[config.mk]
export PLATFORM = sky130hd
export DESIGN_NAME = vigenere_stream_cipher_core
export DESIGN_NICKNAME = d
export VERILOG_FILES = /design/src/hdl/vsc_pkg.sv /design/src/hdl/vsc_fold.sv /design/src/hdl/vsc_shift.sv /design/src/hdl/vigenere_stream_cipher_core.sv
export SDC_FILE = /design/constraint.sdc
export NUM_CORES = 1
export LEC_CHECK = 0
export CAP_MARGIN = 30
export CELL_PAD_IN_SITES_DETAIL_PLACEMENT = 1
export CELL_PAD_IN_SITES_GLOBAL_PLACEMENT = 1
export CORE_MARGIN = 5
export CORE_UTILIZATION = 45
export CTS_CLUSTER_DIAMETER = 120
export DETAILED_ROUTE_END_ITERATION = 12
export DONT_BUFFER_PORTS = 1
export PLACE_DENSITY = 0.84
export RECOVER_POWER = 100
export SLEW_MARGIN = 0
export SYNTH_ARGS = -nofsm -noshare
export SYNTH_HDL_FRONTEND = slang
export SYNTH_SLANG_ARGS = --single-unit
[constraint.sdc]
create_clock -name clk_i -period 12.4 [get_ports clk_i]
set_input_delay 3.1 -clock clk_i [delete_from_list [all_inputs] [get_ports clk_i]]
set_output_delay 3.1 -clock clk_i [all_outputs]
set_load 0.01 [all_outputs]
[src/hdl/vsc_pkg.sv]
// Shared types and constants for the Vigenere stream cipher core.
package vsc_pkg;

  localparam int KeyMax     = 12;
  localparam int KeyIdxW    = 4;
  localparam int ShiftW     = 5;
  localparam int KeyShiftsW = KeyMax * ShiftW;
  localparam int CfgIdxW    = 2;
  localparam int DataW      = KeyShiftsW;

  localparam logic [CfgIdxW-1:0] CFG_KEY_SHIFTS = 2'd0;
  localparam logic [CfgIdxW-1:0] CFG_KEY_LENGTH = 2'd1;
  localparam logic [CfgIdxW-1:0] CFG_MODE       = 2'd2;

  typedef enum logic {
    MODE_ENCRYPT = 1'b0,
    MODE_DECRYPT = 1'b1
  } cipher_mode_e;

  typedef struct packed {
    logic [7:0] data;
    logic       lig;
  } fold_t;

endpackage

[src/hdl/vsc_fold.sv]
// Accent folding and ligature expansion of one message byte.
module vsc_fold (
  input  logic          [7:0] byte_i,
  input  logic                phase_i,
  output vsc_pkg::fold_t      fold_o
);

  always_comb begin
    fold_o.lig  = 1'b0;
    fold_o.data = byte_i;
    unique case (byte_i)
      8'd130, 8'd136, 8'd137, 8'd138:          fold_o.data = 8'h65;
      8'd131, 8'd132, 8'd133, 8'd134, 8'd160:  fold_o.data = 8'h61;
      8'd139, 8'd140, 8'd141, 8'd161:          fold_o.data = 8'h69;
      8'd147, 8'd148, 8'd149, 8'd162:          fold_o.data = 8'h6f;
      8'd129, 8'd150, 8'd151, 8'd163:          fold_o.data = 8'h75;
      8'd152:                                  fold_o.data = 8'h79;
      8'd135:                                  fold_o.data = 8'h63;
      8'd164:                                  fold_o.data = 8'h6e;
      8'd142, 8'd143:                          fold_o.data = 8'h41;
      8'd144:                                  fold_o.data = 8'h45;
      8'd153:                                  fold_o.data = 8'h4f;
      8'd154:                                  fold_o.data = 8'h55;
      8'd165:                                  fold_o.data = 8'h4e;
      8'd145: begin
        fold_o.lig  = 1'b1;
        fold_o.data = phase_i ? 8'h65 : 8'h61;
      end
      8'd146: begin
        fold_o.lig  = 1'b1;
        fold_o.data = phase_i ? 8'h45 : 8'h41;
      end
      default: fold_o.data = byte_i;
    endcase
  end

endmodule

[src/hdl/vsc_shift.sv]
// Vigenere shift of one folded byte: letters modulo 26, digits modulo 10.
module vsc_shift (
  input  logic                 [7:0]                 byte_i,
  input  logic                 [vsc_pkg::ShiftW-1:0] shift_i,
  input  vsc_pkg::cipher_mode_e                      mode_i,
  output logic                 [7:0]                 byte_o,
  output logic                                       sep_o
);

  logic       is_upper;
  logic       is_lower;
  logic       is_digit;
  logic [7:0] base;
  logic [6:0] modulus;
  logic [6:0] bias;
  logic [7:0] offs;
  logic [6:0] t;

  always_comb begin
    unique case (byte_i)
      8'h20, 8'h2c, 8'h2e, 8'h2f, 8'h5e, 8'h25, 8'h2a, 8'h24, 8'h7e, 8'h23,
      8'h7c, 8'h60, 8'h21, 8'h28, 8'h29, 8'h3d, 8'h2b, 8'h2d, 8'h5f, 8'h3a,
      8'h3f, 8'h3b, 8'h27, 8'h3c, 8'h3e, 8'h26, 8'h5b, 8'h5d, 8'h7b,
      8'h7d:   sep_o = 1'b1;
      default: sep_o = 1'b0;
    endcase
  end

  assign is_upper = (byte_i >= 8'h41) && (byte_i <= 8'h5a);
  assign is_lower = (byte_i >= 8'h61) && (byte_i <= 8'h7a);
  assign is_digit = (byte_i >= 8'h30) && (byte_i <= 8'h39);

  always_comb begin
    priority if (is_upper) begin
      base = 8'h41; modulus = 7'd26; bias = 7'd52;
    end else if (is_lower) begin
      base = 8'h61; modulus = 7'd26; bias = 7'd52;
    end else begin
      base = 8'h30; modulus = 7'd10; bias = 7'd40;
    end
    offs = byte_i - base;
    if (mode_i == vsc_pkg::MODE_DECRYPT) begin
      t = 7'(offs[4:0]) + bias - 7'(shift_i);
    end else begin
      t = 7'(offs[4:0]) + 7'(shift_i);
    end
    for (int i = 0; i < 4; i++) begin
      if (t >= modulus) begin
        t = t - modulus;
      end
    end
    if (is_upper || is_lower || is_digit) begin
      byte_o = base + 8'(t);
    end else begin
      byte_o = byte_i;
    end
  end

endmodule

[src/hdl/vigenere_stream_cipher_core.sv]
// Vigenere stream cipher core with code page 437/850 accent folding.
// An accepted byte is held in the input register, folded and shifted, and captured in the result register.
// One input byte per cycle while the output is not stalled; a ligature byte holds the
// input register for two result beats, one per folded letter.
// Reset clears key position, valid flags and registers to key 0, length 1, encrypt.
module vigenere_stream_cipher_core (
  input  logic                          clk_i,
  input  logic                          rst_ni,
  input  logic                          cfg_we_i,
  input  logic [vsc_pkg::CfgIdxW-1:0]   cfg_index_i,
  input  logic [vsc_pkg::DataW-1:0]     cfg_wdata_i,
  input  logic                          in_valid_i,
  output logic                          in_stall_o,
  input  logic [7:0]                    in_byte_i,
  input  logic                          message_start_i,
  output logic                          out_valid_o,
  input  logic                          out_stall_i,
  output logic [7:0]                    out_byte_o,
  output logic                          last_of_run_o
);

  logic [vsc_pkg::KeyShiftsW-1:0] key_shifts_q;
  logic [vsc_pkg::KeyIdxW-1:0]    key_length_q;
  vsc_pkg::cipher_mode_e          mode_q;
  logic [vsc_pkg::KeyIdxW-1:0]    key_pos_q, key_pos_d;

  logic       in_valid_q;
  logic [7:0] in_byte_q;
  logic       start_q;
  logic       phase_q;

  logic       out_valid_q;
  logic [7:0] out_byte_q;
  logic       last_q;

  logic                        in_accept;
  logic                        advance;
  logic                        done;
  vsc_pkg::fold_t              fold;
  logic [7:0]                  shifted;
  logic                        sep;
  logic [vsc_pkg::KeyIdxW-1:0] len_eff;
  logic [vsc_pkg::KeyIdxW-1:0] pos_eff;
  logic [vsc_pkg::KeyIdxW-1:0] idx;
  logic [vsc_pkg::KeyIdxW-1:0] idx_inc;
  logic [vsc_pkg::ShiftW-1:0]  shift_tbl [vsc_pkg::KeyMax];

  always_ff @(posedge clk_i or negedge rst_ni) begin
    if (!rst_ni) begin
      key_shifts_q <= '0;
      key_length_q <= vsc_pkg::KeyIdxW'(1);
      mode_q       <= vsc_pkg::MODE_ENCRYPT;
    end else if (cfg_we_i) begin
      unique case (cfg_index_i)
        vsc_pkg::CFG_KEY_SHIFTS: key_shifts_q <= cfg_wdata_i[vsc_pkg::KeyShiftsW-1:0];
        vsc_pkg::CFG_KEY_LENGTH: key_length_q <= cfg_wdata_i[vsc_pkg::KeyIdxW-1:0];
        vsc_pkg::CFG_MODE:       mode_q <= vsc_pkg::cipher_mode_e'(cfg_wdata_i[0]);
        default: ;
      endcase
    end
  end

  vsc_fold u_fold (
    .byte_i  (in_byte_q),
    .phase_i (phase_q),
    .fold_o  (fold)
  );

  always_comb begin
    for (int i = 0; i < vsc_pkg::KeyMax; i++) begin
      shift_tbl[i] = key_shifts_q[i*vsc_pkg::ShiftW +: vsc_pkg::ShiftW];
    end
  end

  always_comb begin
    if (key_length_q == '0) begin
      len_eff = vsc_pkg::KeyIdxW'(1);
    end else if (key_length_q > vsc_pkg::KeyIdxW'(vsc_pkg::KeyMax)) begin
      len_eff = vsc_pkg::KeyIdxW'(vsc_pkg::KeyMax);
    end else begin
      len_eff = key_length_q;
    end
    pos_eff = (start_q && !phase_q) ? '0 : key_pos_q;
    idx     = (pos_eff >= len_eff) ? '0 : pos_eff;
    idx_inc = idx + vsc_pkg::KeyIdxW'(1);
    if (sep) begin
      key_pos_d = pos_eff;
    end else begin
      key_pos_d = (idx_inc >= len_eff) ? '0 : idx_inc;
    end
  end

  vsc_shift u_shift (
    .byte_i  (fold.data),
    .shift_i (shift_tbl[idx]),
    .mode_i  (mode_q),
    .byte_o  (shifted),
    .sep_o   (sep)
  );

  assign advance    = in_valid_q && (!out_valid_q || !out_stall_i);
  assign done       = advance && (!fold.lig || phase_q);
  assign in_stall_o = in_valid_q && !done;
  assign in_accept  = in_valid_i && !in_stall_o;

  always_ff @(posedge clk_i or negedge rst_ni) begin
    if (!rst_ni) begin
      in_valid_q <= 1'b0;
      phase_q    <= 1'b0;
      key_pos_q  <= '0;
    end else begin
      if (in_accept) begin
        in_valid_q <= 1'b1;
      end else if (done) begin
        in_valid_q <= 1'b0;
      end
      if (done) begin
        phase_q <= 1'b0;
      end else if (advance) begin
        phase_q <= 1'b1;
      end
      if (advance) begin
        key_pos_q <= key_pos_d;
      end
    end
  end

  always_ff @(posedge clk_i) begin
    if (in_accept) begin
      in_byte_q <= in_byte_i;
      start_q   <= message_start_i;
    end
  end

  always_ff @(posedge clk_i or negedge rst_ni) begin
    if (!rst_ni) begin
      out_valid_q <= 1'b0;
    end else if (advance) begin
      out_valid_q <= 1'b1;
    end else if (!out_stall_i) begin
      out_valid_q <= 1'b0;
    end
  end

  always_ff @(posedge clk_i) begin
    if (advance) begin
      out_byte_q <= shifted;
      last_q     <= done;
    end
  end

  assign out_valid_o   = out_valid_q;
  assign out_byte_o    = out_byte_q;
  assign last_of_run_o = last_q;

  a_key_pos_range: assert property (@(posedge clk_i) disable iff (!rst_ni)
    key_pos_q < vsc_pkg::KeyIdxW'(vsc_pkg::KeyMax))
    else $error("key position out of range");

  a_phase_has_item: assert property (@(posedge clk_i) disable iff (!rst_ni)
    phase_q |-> in_valid_q)
    else $error("second ligature beat pending without an item");

  a_first_beat_not_last: assert property (@(posedge clk_i) disable iff (!rst_ni)
    advance && fold.lig && !phase_q |=> out_valid_q && !last_q && phase_q)
    else $error("first ligature beat marked as last");

  a_open_run_pending: assert property (@(posedge clk_i) disable iff (!rst_ni)
    out_valid_q && !last_q |-> phase_q)
    else $error("open run without pending second beat");

endmodule
After elaboration in Yosys (flattened, before gate mapping)

Memory sizes are Yosys's and may differ from the RTL's.
Cells that the tools add are included.

Bits in registers: 90
Bits in latches: 0
RAM bits: 0
ROM bits: 128
Bits of input ports: 76
Output and inout bits: 11
Word-level logic and storage cells: 136
Memories: 1

Memories:

| memory          | words | bits a word | read ports | clocked after memory_dff | write ports | line            | RTL |
|---|---|---|---|---|---|---|---|
| (no name shown) | 128   | 1           | 1          | 0                        | 0           | vsc_shift.sv:20 | `unique case (byte_i)` |

$add $sub $neg: 10
$mul: 0
Div/mod/pow operators: 0
Order comparisons: 14
Equality and inequality tests: 35
Shift-type cells: 0
Multiplexer cells: 32
Bitwise operators: 1
Reductions and logical operators: 32

Operators with widths:

| operator           | number |
|---|---|
| $eq 8x8->1 const B | 32 |
| $pmux 8 s15        | 1 |
| $mux 7             | 9 |
| $ge 7x7->1         | 4 |
| $sub 7x7->7        | 4 |
| $mux 4             | 6 |
| $bmux 5 s4         | 1 |
| $mux 5             | 4 |
| $ge 8x7->1 const B | 2 |
| $le 8x7->1 const B | 2 |
| $reduce_or 4->1    | 4 |
| $add 7x7->8        | 1 |
| $ge 4x4->1         | 2 |
| $ge 8x6->1 const B | 1 |
| $le 8x6->1 const B | 1 |
| $logic_and 1x1->1  | 8 |
| $mux 1             | 8 |
| $mux 8             | 1 |
| $add 5x7->7        | 1 |
| $sub 7x5->7        | 1 |
| $add 5x5->6        | 1 |
| $logic_not 1->1    | 6 |
| $mux 3             | 2 |
| $reduce_and 2->1   | 3 |
| 14 further kinds   | 19 |

Depth between registers and ports, before layout

Gate-level depths: netlist of the first run.

Word-level depth: 21
Gate-level depth with buffers: 60
Gate-level depth less buffers: 56

By module

From an unflattened synthesis of the first run, not the netlist that was laid out.

Cell total of the unflattened synthesis: 725
Area, all modules: 7,028.0 um^2

Modules (own cells, without submodules):

| module                      | times used | cells each | area each (um^2) | sequential area each (um^2) |
|---|---|---|---|---|
| vigenere_stream_cipher_core | 1          | 312        | 4,155.2          | 2,343.5 |
| vsc_shift                   | 1          | 331        | 2,357.3          | 0.0 |
| vsc_fold                    | 1          | 82         | 515.5            | 0.0 |

Least setup slack after synthesis of the first run

No wires, ideal clock.

Path type: flip-flop to flip-flop
From: register in_byte_q[0]
To: register out_byte_q[7], in the netlist out_byte_o[7] (data pin)
Setup time: 264 ps
Arrival: 11,855 ps
Data required time: 12,136 ps
Path slack: 281 ps
Stages on the path, launching flop included: 51
Path buffers: 2
Clock period less this slack: 12,119 ps
Cell sequence: edfxtp_1 buf_1 or3b_2 a211oi_1 o21bai_1 a21oi_1 nor3_1 a2111oi_1 nand2_1 a211oi_2 ha_1 ha_1 xnor2_1 fa_1 ha_1 a21oi_1 inv_1 a21oi_1 [... 15 more ...] o311a_1 a31oi_1 o21ai_0 mux2i_1 ha_1 nand2_1 nand2_1 a31oi_1 or4_1 buf_2 nor2_1 a21oi_1 ha_1 nand3_1 mux2i_1 o211ai_1 a21oi_1 o41a_1

Longest elaborated chain between the ends: 21
Elaborated cells on any way between the ends: 75
Classes of those cells: 9 x add/sub; 10 x order compare; 32 x eq/ne; 13 x mux; 11 x reduce/logical

Ends and longest elaborated chain:

| item                                      | line                               | RTL |
|---|---|---|
| start, declared                           | vigenere_stream_cipher_core.sv:28  | `logic [7:0] in_byte_q;` |
| start signal, assigned                    | vigenere_stream_cipher_core.sv:130 | `in_byte_q <= in_byte_i;` |
| $eq 8x8->1                                | vsc_fold.sv:11                     | `unique case (byte_i)` |
| $reduce_or 5->1 (tied with other cells)   | vsc_fold.sv:11                     |  |
| $pmux 8 s15 (*)                           | vsc_fold.sv:11                     |  |
| $ge 8x7->1 or $le 8x7->1 (tied branches)  | vsc_shift.sv:30                    | `assign is_lower = (byte_i >= 8'h61) && (byte_i <= 8'h7a);` |
| $logic_and 1x1->1                         | vsc_shift.sv:30                    |  |
| $mux 7                                    | vsc_shift.sv:36                    | `end else if (is_lower) begin` |
| $mux 7                                    | vsc_shift.sv:34                    | `priority if (is_upper) begin` |
| $sub 5x5->5                               | vsc_shift.sv:41                    | `offs = byte_i - base;` |
| [... 6 more ...]                          | -                                  |  |
| $mux 7                                    | vsc_shift.sv:48                    | `if (t >= modulus) begin` |
| $sub 7x7->7 or $ge 7x7->1 (tied branches) | vsc_shift.sv:49, vsc_shift.sv:48   |  |
| $mux 7                                    | vsc_shift.sv:48                    |  |
| $sub 7x7->7 or $ge 7x7->1 (tied branches) | vsc_shift.sv:49, vsc_shift.sv:48   |  |
| $mux 7                                    | vsc_shift.sv:48                    |  |
| $add 7x7->8                               | vsc_shift.sv:53                    | `byte_o = base + 8'(t);` |
| $mux 8 (*)                                | vsc_shift.sv:52                    | `if (is_upper \|\| is_lower \|\| is_digit) begin` |
| via shifted[7]                            | vigenere_stream_cipher_core.sv:40  | `logic [7:0] shifted;` |
| end signal, assigned                      | vigenere_stream_cipher_core.sv:147 | `out_byte_q <= shifted;` |
| end, declared                             | vigenere_stream_cipher_core.sv:33  | `logic [7:0] out_byte_q;` |

Mark *: on every way through the listed nets, which the timed path passes. The rest lies on a longest branch.
A chain may end at the register's enable or synchronous reset.

Worst setup path in the final report of the first run

From: register in_byte_q[3]
To: register out_byte_q[7], in the netlist out_byte_o[7] (data pin)

The elaborated chain is that of the path after synthesis.

==> results.yml, run 1 <==
status:
  run_status: "complete, but fails checks"
  violations: "max-capacitance violations, max-slew violations"
sta:
  min_period_ps: 12050
  slew_headroom_pct: -115
  maxSlewViolCount: 61
  fin_skew_ps: 6.29
  finalHoldViolations: 0
  finalCritPeriodShare_pct: 97.2
  worstMarginPinSlew_ps: 3220
  finalSetupViolCount: 0
  layout_setup_ws_ps: 346
  fmax_mhz: 83.0
finish:
  nets: 852
  final_common_cell: "dfrtp_1"
  mostFrequentLayoutCells: "71 x dfrtp_1, 70 x mux2_2, 69 x nand2_1"
  fin_util_pct: 51.3
  layout-drive-gt1-share_pct: 24.5
  fill_cells: 1672
  multi_input_area_um2: 4350
  seq_area_um2: 2340
  area_growth_pct: 13.3
  final_cell_area_um2: 7700
  antennaDiodeCount: 0
synthesis:
  synth_compound_area_share_pct: 16.4
  synth_nets: 822
  synth_mux_area_share_pct: 15.4
  yosys.area_share.xor_xnor_pct: 3.09
  synth_edf_count: 18
  synth_flop_cell: "dfrtp_1"
  synthesis.area_um2: 6800
  synth_area_per_cell_um2: 9.70
  ys_seq_area_share_pct: 34.4
  synth.distinct_cells: 86
  synth_simple_gate_area_share_pct: 17.9
  ys_ff_latch: 90
  synth.yosys.warnings: 0
  synthAdderAreaFrac_pct: 8.83
  postSynthCellCount: 701
  async_reset_ff_share_pct: 80.0
  synth_top_family_by_area: "simple AND/OR/NAND/NOR gates"
die:
  ios: 87
  std_cell_rows: 45
  core_area_um2: 15000
  die_y_um: 133
  dieArea_um2: 17700
  die_w_um: 133
  initial_core_util_pct: 45.3
drt:
  viasPerCell: 6.23
  drt_pass1_iterations: 5
  drt-initial-drc-count: 329
  num_vias: 5756
  wl_per_cell_um: 22.4
  ant_nets: 0
  wl_um: 20700
  drc: 0
critical_path:
  critPathMostFrequentCell: "ha_1"
  worst-setup-path-type: "reg2reg"
  r2r_cells: 52
  critPathMaxFanout: 10
  endpoint: "out_byte_o[7]"
  critPathLaunchType: "register"
  cp-end-kind: "register"
  r2r_setup_slack_ps: 350
  cp.required_ps: 12500
  critical-path-max-stage-delay_ps: 660
  slowest_stage: "or4b_2"
  timing.rr.end: "out_byte_o[7]"
  timing.rr.start: "in_byte_q[3]"
  arrival_ps: 12150
  crit_start: "in_byte_q[3]"
global_routing:
  overflow: 0
  grtUsageTotal_pct: 21.5
  grt_start_max_net_pins: 73
  grt_pass1_wl_um: 31300
  first_global_vias: 6083
  grt_antenna_before_repair: 0
placement:
  dpl_worst_slack_ps: -589
  gp_congestion: 0.893
  dpl_cell_area_um2: 7100
  hpwl_um: 14600
  port_buffers: 0
clocking:
  cts_root_buf: "clkbuf_16"
  cts_tree: "built"
  htree_levels: 3
  clock-sinks: 90
  path_clk_slew_ps: 70
  cts_made_buffers: 9
  clockBufferDepth: 2
  clk_latency_ps: 350
run:
  cap_violations: 1
hold_path:
  hold_path.class: "reg2reg"
worst min-delay path by stage:
stage                          start          endpoint  slack [ps]  cells past startpoint
finish              key_shifts_q[43]  key_shifts_q[43]         510                      1
global route        key_shifts_q[43]  key_shifts_q[43]         530                      1
CTS                       in_valid_q       out_valid_o         500                      1
detailed placement        in_valid_q       out_valid_o         480                      1
global placement        key_pos_q[3]      key_pos_q[3]         450                      2
floorplan               key_pos_q[3]      key_pos_q[3]         440                      2
repair_timing:
item / in CTS / in global routing
buffers inserted: 6 / 16
hold buffers: 0 / 0
hold endpoints to repair: 0 / 0
resized for setup: 10 / 23
pin swaps: 1 / 9
setup endpoints to repair: 4 / 6
cell usage after synthesis, types with 7 or more instances:
master     n  area, µm²
a21o_1     7       52.6
a21oi_1   29        145
a31oi_1    7       43.8
and2_1     9       56.3
clkbuf_1  20       75.1
dfrtp_1   71       1780
edfxtp_1  18        541
ha_1      40        500
inv_1     44        165
mux2_2    72        811
mux2i_1   17        170
nand2_1   71        267
nand2b_1  21        131
nand3_1   23        115
nor2_1    27        101
nor3_1    18       90.1
o211ai_1  10       75.1
o21ai_0   23        115
xnor2_1   17        149
xor2_1     7       61.3
stage by stage:
| stage | hold slack [ps] | std cells | setup TNS, ps |
|---|---|---|---|
| 3_3_place_gp | 452 | 885 | 0 |
| 2_1_floorplan | 437 | 701 | 0 |
| 4_1_cts | 501 | 908 | 0 |
| 3_5_place_dp | 484 | 886 | -1550 |
| 6_report | 508 | 924 | 0 |
| 5_1_grt | 526 | 924 | -403 |
state kept, by name (all words and copies together), names as in the netlist, 4 cells and up:
name	count
key_shifts_q	60
in_byte_q	8
out_byte_o	8
key_length_q	4
key_pos_q	4
cells by family after synthesis:
kind of cell               after synthesis
DFF                                     90
AOI/OAI and AO/OA                      150
adders and majority gates               45
buffers and inverters                   70
muxes                                   92
and+or+nand+nor                        230
xor gates and xnor gates                24
metal layers:
| metal | vias to the layer above | GRT usage (%) | part of all wire, % |
|---|---|---|---|
| met4 | 0 | 7.45 | 3.7 |
| li1 | 2636 | - | - |
| met5 | - | 0 | 0 |
| met1 | 2874 | 25.5 | 39 |
| met3 | 57 | 4.49 | 5.2 |
| met2 | 189 | 38.6 | 52 |
cell type report:
class | instances | share of cell area (%)
Timing Repair Buffer | 44 | 4.24
Multi-Input combinational cell | 541 | 56.4
Tap cell | 188 | 3.05
Sequential cell | 90 | 30.4
Clock buffer | 9 | 2.92
Clock inverter | 7 | 0.779
Inverter | 45 | 2.19
worst max-delay path, delay by kind of cell (launching register included):
| family | cells | cell delay [ps] |
|---|---|---|
| mux | 3 | 970 |
| compound gates | 15 | 3170 |
| fa+ha+maj | 9 | 2730 |
| simple gates | 16 | 3200 |
| xor+xnor | 3 | 430 |
| buf+inv | 6 | 790 |
| flops | 1 | 480 |
Power of run 1 is left out: the tool's default activity adds up to more than one toggle a clock period on the data nets, which glitch-free logic cannot reach.
==> inputs of run 2 (changes only) <==
--- a/config.mk
+++ b/config.mk
@@ -10,9 +10,9 @@
 export CELL_PAD_IN_SITES_GLOBAL_PLACEMENT = 1
 export CORE_MARGIN = 5
-export CORE_UTILIZATION = 45
+export CORE_UTILIZATION = 35
 export CTS_CLUSTER_DIAMETER = 120
 export DETAILED_ROUTE_END_ITERATION = 12
 export DONT_BUFFER_PORTS = 1
-export PLACE_DENSITY = 0.84
+export PLACE_DENSITY = 0.7
 export RECOVER_POWER = 100
 export SLEW_MARGIN = 0
==> constraint.sdc (replaced) <==
create_clock -name clk_i -period 12.4 [get_ports clk_i]
set_input_delay 1.86 -clock clk_i [delete_from_list [all_inputs] [get_ports clk_i]]
set_output_delay 1.86 -clock clk_i [all_outputs]
set_load 0.01 [all_outputs]
==> run 2 against run 1 <==
Global-route usage down 4.5 points; die area up 26%; worst setup slack worse by 56 ps; critical path depth down 2; clock-buffer cell count unchanged; routed wire length down 3.8%; critical endpoint unchanged; hold slack worse by 30 ps; non-clock buffer count up 16; via count down 1.3%; sequential cell count unchanged; the flow still finishes with violations (max-capacitance violations, max-slew violations).
==> results.yml, run 2 (synthesis gave the netlist of run 1 again) <==
global_routing:
  grt_pass1_wl_um: 30700
  grt_antenna_before_repair: 0
  overflow: 0
  first_global_vias: 5952
  grtUsageTotal_pct: 17.1
  grt_start_max_net_pins: 73
status:
  run_status: "complete, but fails checks"
  violations: "max-capacitance violations, max-slew violations"
die:
  core_area_um2: 19300
  dieArea_um2: 22300
  std_cell_rows: 51
  die_w_um: 149
  die_y_um: 149
  initial_core_util_pct: 35.3
  ios: 87
critical_path:
  critPathLaunchType: "register"
  critPathMaxFanout: 9
  critical-path-max-stage-delay_ps: 660
  cp-end-kind: "register"
  critPathMostFrequentCell: "ha_1"
  arrival_ps: 12220
  cp.required_ps: 12510
  worst-setup-path-type: "reg2reg"
  slowest_stage: "or4b_2"
clocking:
  cts_hold_buf: 0
  cts_made_buffers: 9
  path_clk_slew_ps: 70
  clockBufferDepth: 2
  htree_levels: 3
  clock-sinks: 90
  clk_latency_ps: 350
  cts_root_buf: "clkbuf_16"
  cts_tree: "built"
drt:
  viasPerCell: 5.59
  drc: 0
  ant_nets: 0
  num_vias: 5682
  wl_per_cell_um: 19.6
  drt-initial-drc-count: 284
  drt_pass1_iterations: 4
  wl_um: 19900
finish:
  final_common_cell: "mux2_2"
  area_growth_pct: 16.8
  mostFrequentLayoutCells: "72 x mux2_2, 71 x dfrtp_1, 70 x nand2_1"
  multi_input_area_um2: 4370
  fill_cells: 2202
  final_cell_area_um2: 7940
  nets: 868
  antennaDiodeCount: 0
  largest_reg_flops: 60
  seq_area_um2: 2340
  regMostFlops: "key_shifts_q"
  layout-drive-gt1-share_pct: 26.3
sta:
  fin_skew_ps: 6.53
  min_period_ps: 12110
  maxSlewViolCount: 61
  finalHoldViolations: 0
  fmax_mhz: 82.6
  worstMarginPinSlew_ps: 3200
  finalCritPeriodShare_pct: 97.7
  setup_tns_ps: 0
  slew_headroom_pct: -113
  finalSetupViolCount: 0
placement:
  gp_congestion: 0.859
  port_buffers: 0
  dpl_cell_area_um2: 7190
  hpwl_um: 14300
hold_path:
  hold_path.class: "reg2reg"
run:
  cap_violations: 1
## run 2: final cells by class
cell class              instances  share of cell area, %
multi-input cells             541                   55.0
flip-flops and latches         90                   29.5
repair buffers                 60                   5.51
well taps                     265                   4.17
clock buffers                   9                   2.84
inverters                      45                   2.13
clock inverters                 7                  0.851
## run 2: worst paths after layout
| check | start | to | slack [ps] | depth (start not counted) |
|---|---|---|---|---|
| worst min-delay path | key_pos_q[3] | key_pos_q[3] | 480 | 2 |
| worst max-delay path | in_byte_q[3] | out_byte_o[7] | 290 | 50 |
| worst max register to register | in_byte_q[3] | out_byte_o[7] | 290 | 50 |
| worst min register to register | key_pos_q[3] | key_pos_q[3] | 480 | 2 |
| max in group asynchronous | rst_ni | key_length_q[0] | 11030 | 0 |
| min in group asynchronous | rst_ni | key_shifts_q[2] | 1190 | 0 |
## run 2: critical path, delay by kind of cell, from the launching register on
kind | cells | cell delay [ps]
flops | 1 | 470
buf+inv | 4 | 440
mux | 3 | 990
fa+ha+maj | 9 | 2800
compound gates | 14 | 3140
simple gates | 16 | 3220
xor+xnor | 4 | 800
## run 2: what timing repair did
| item | CTS | global route |
|---|---|---|
| resized for setup | 10 | 25 |
| setup buffers | 10 | 30 |
| endpoints found under the setup margin | 3 | 4 |
| pin swaps | 0 | 8 |
## run 2: layer usage
metal  wire length (µm)  GRT usage, %  vias up
li1                   -             -     2665
met1               8160          20.0     2863
met2              10300          30.3      107
met3                807          4.06       47
met4                644          6.50        0
met5                  0             0        -
## run 2: per-stage QoR
step | hold slack, ps | cells | worst slack, ps | utilization, %
3_5_place_dp | 465 | 961 | -381 | 37.3
6_report | 478 | 1017 | 290 | 41.2
5_1_grt | 526 | 1017 | -221 | 41.2
2_1_floorplan | 437 | 701 | 281 | -
3_3_place_gp | 454 | 960 | 306 | 37.2
4_1_cts | 486 | 987 | 33.3 | 39.5
Power of run 2 is left out for the same reason.
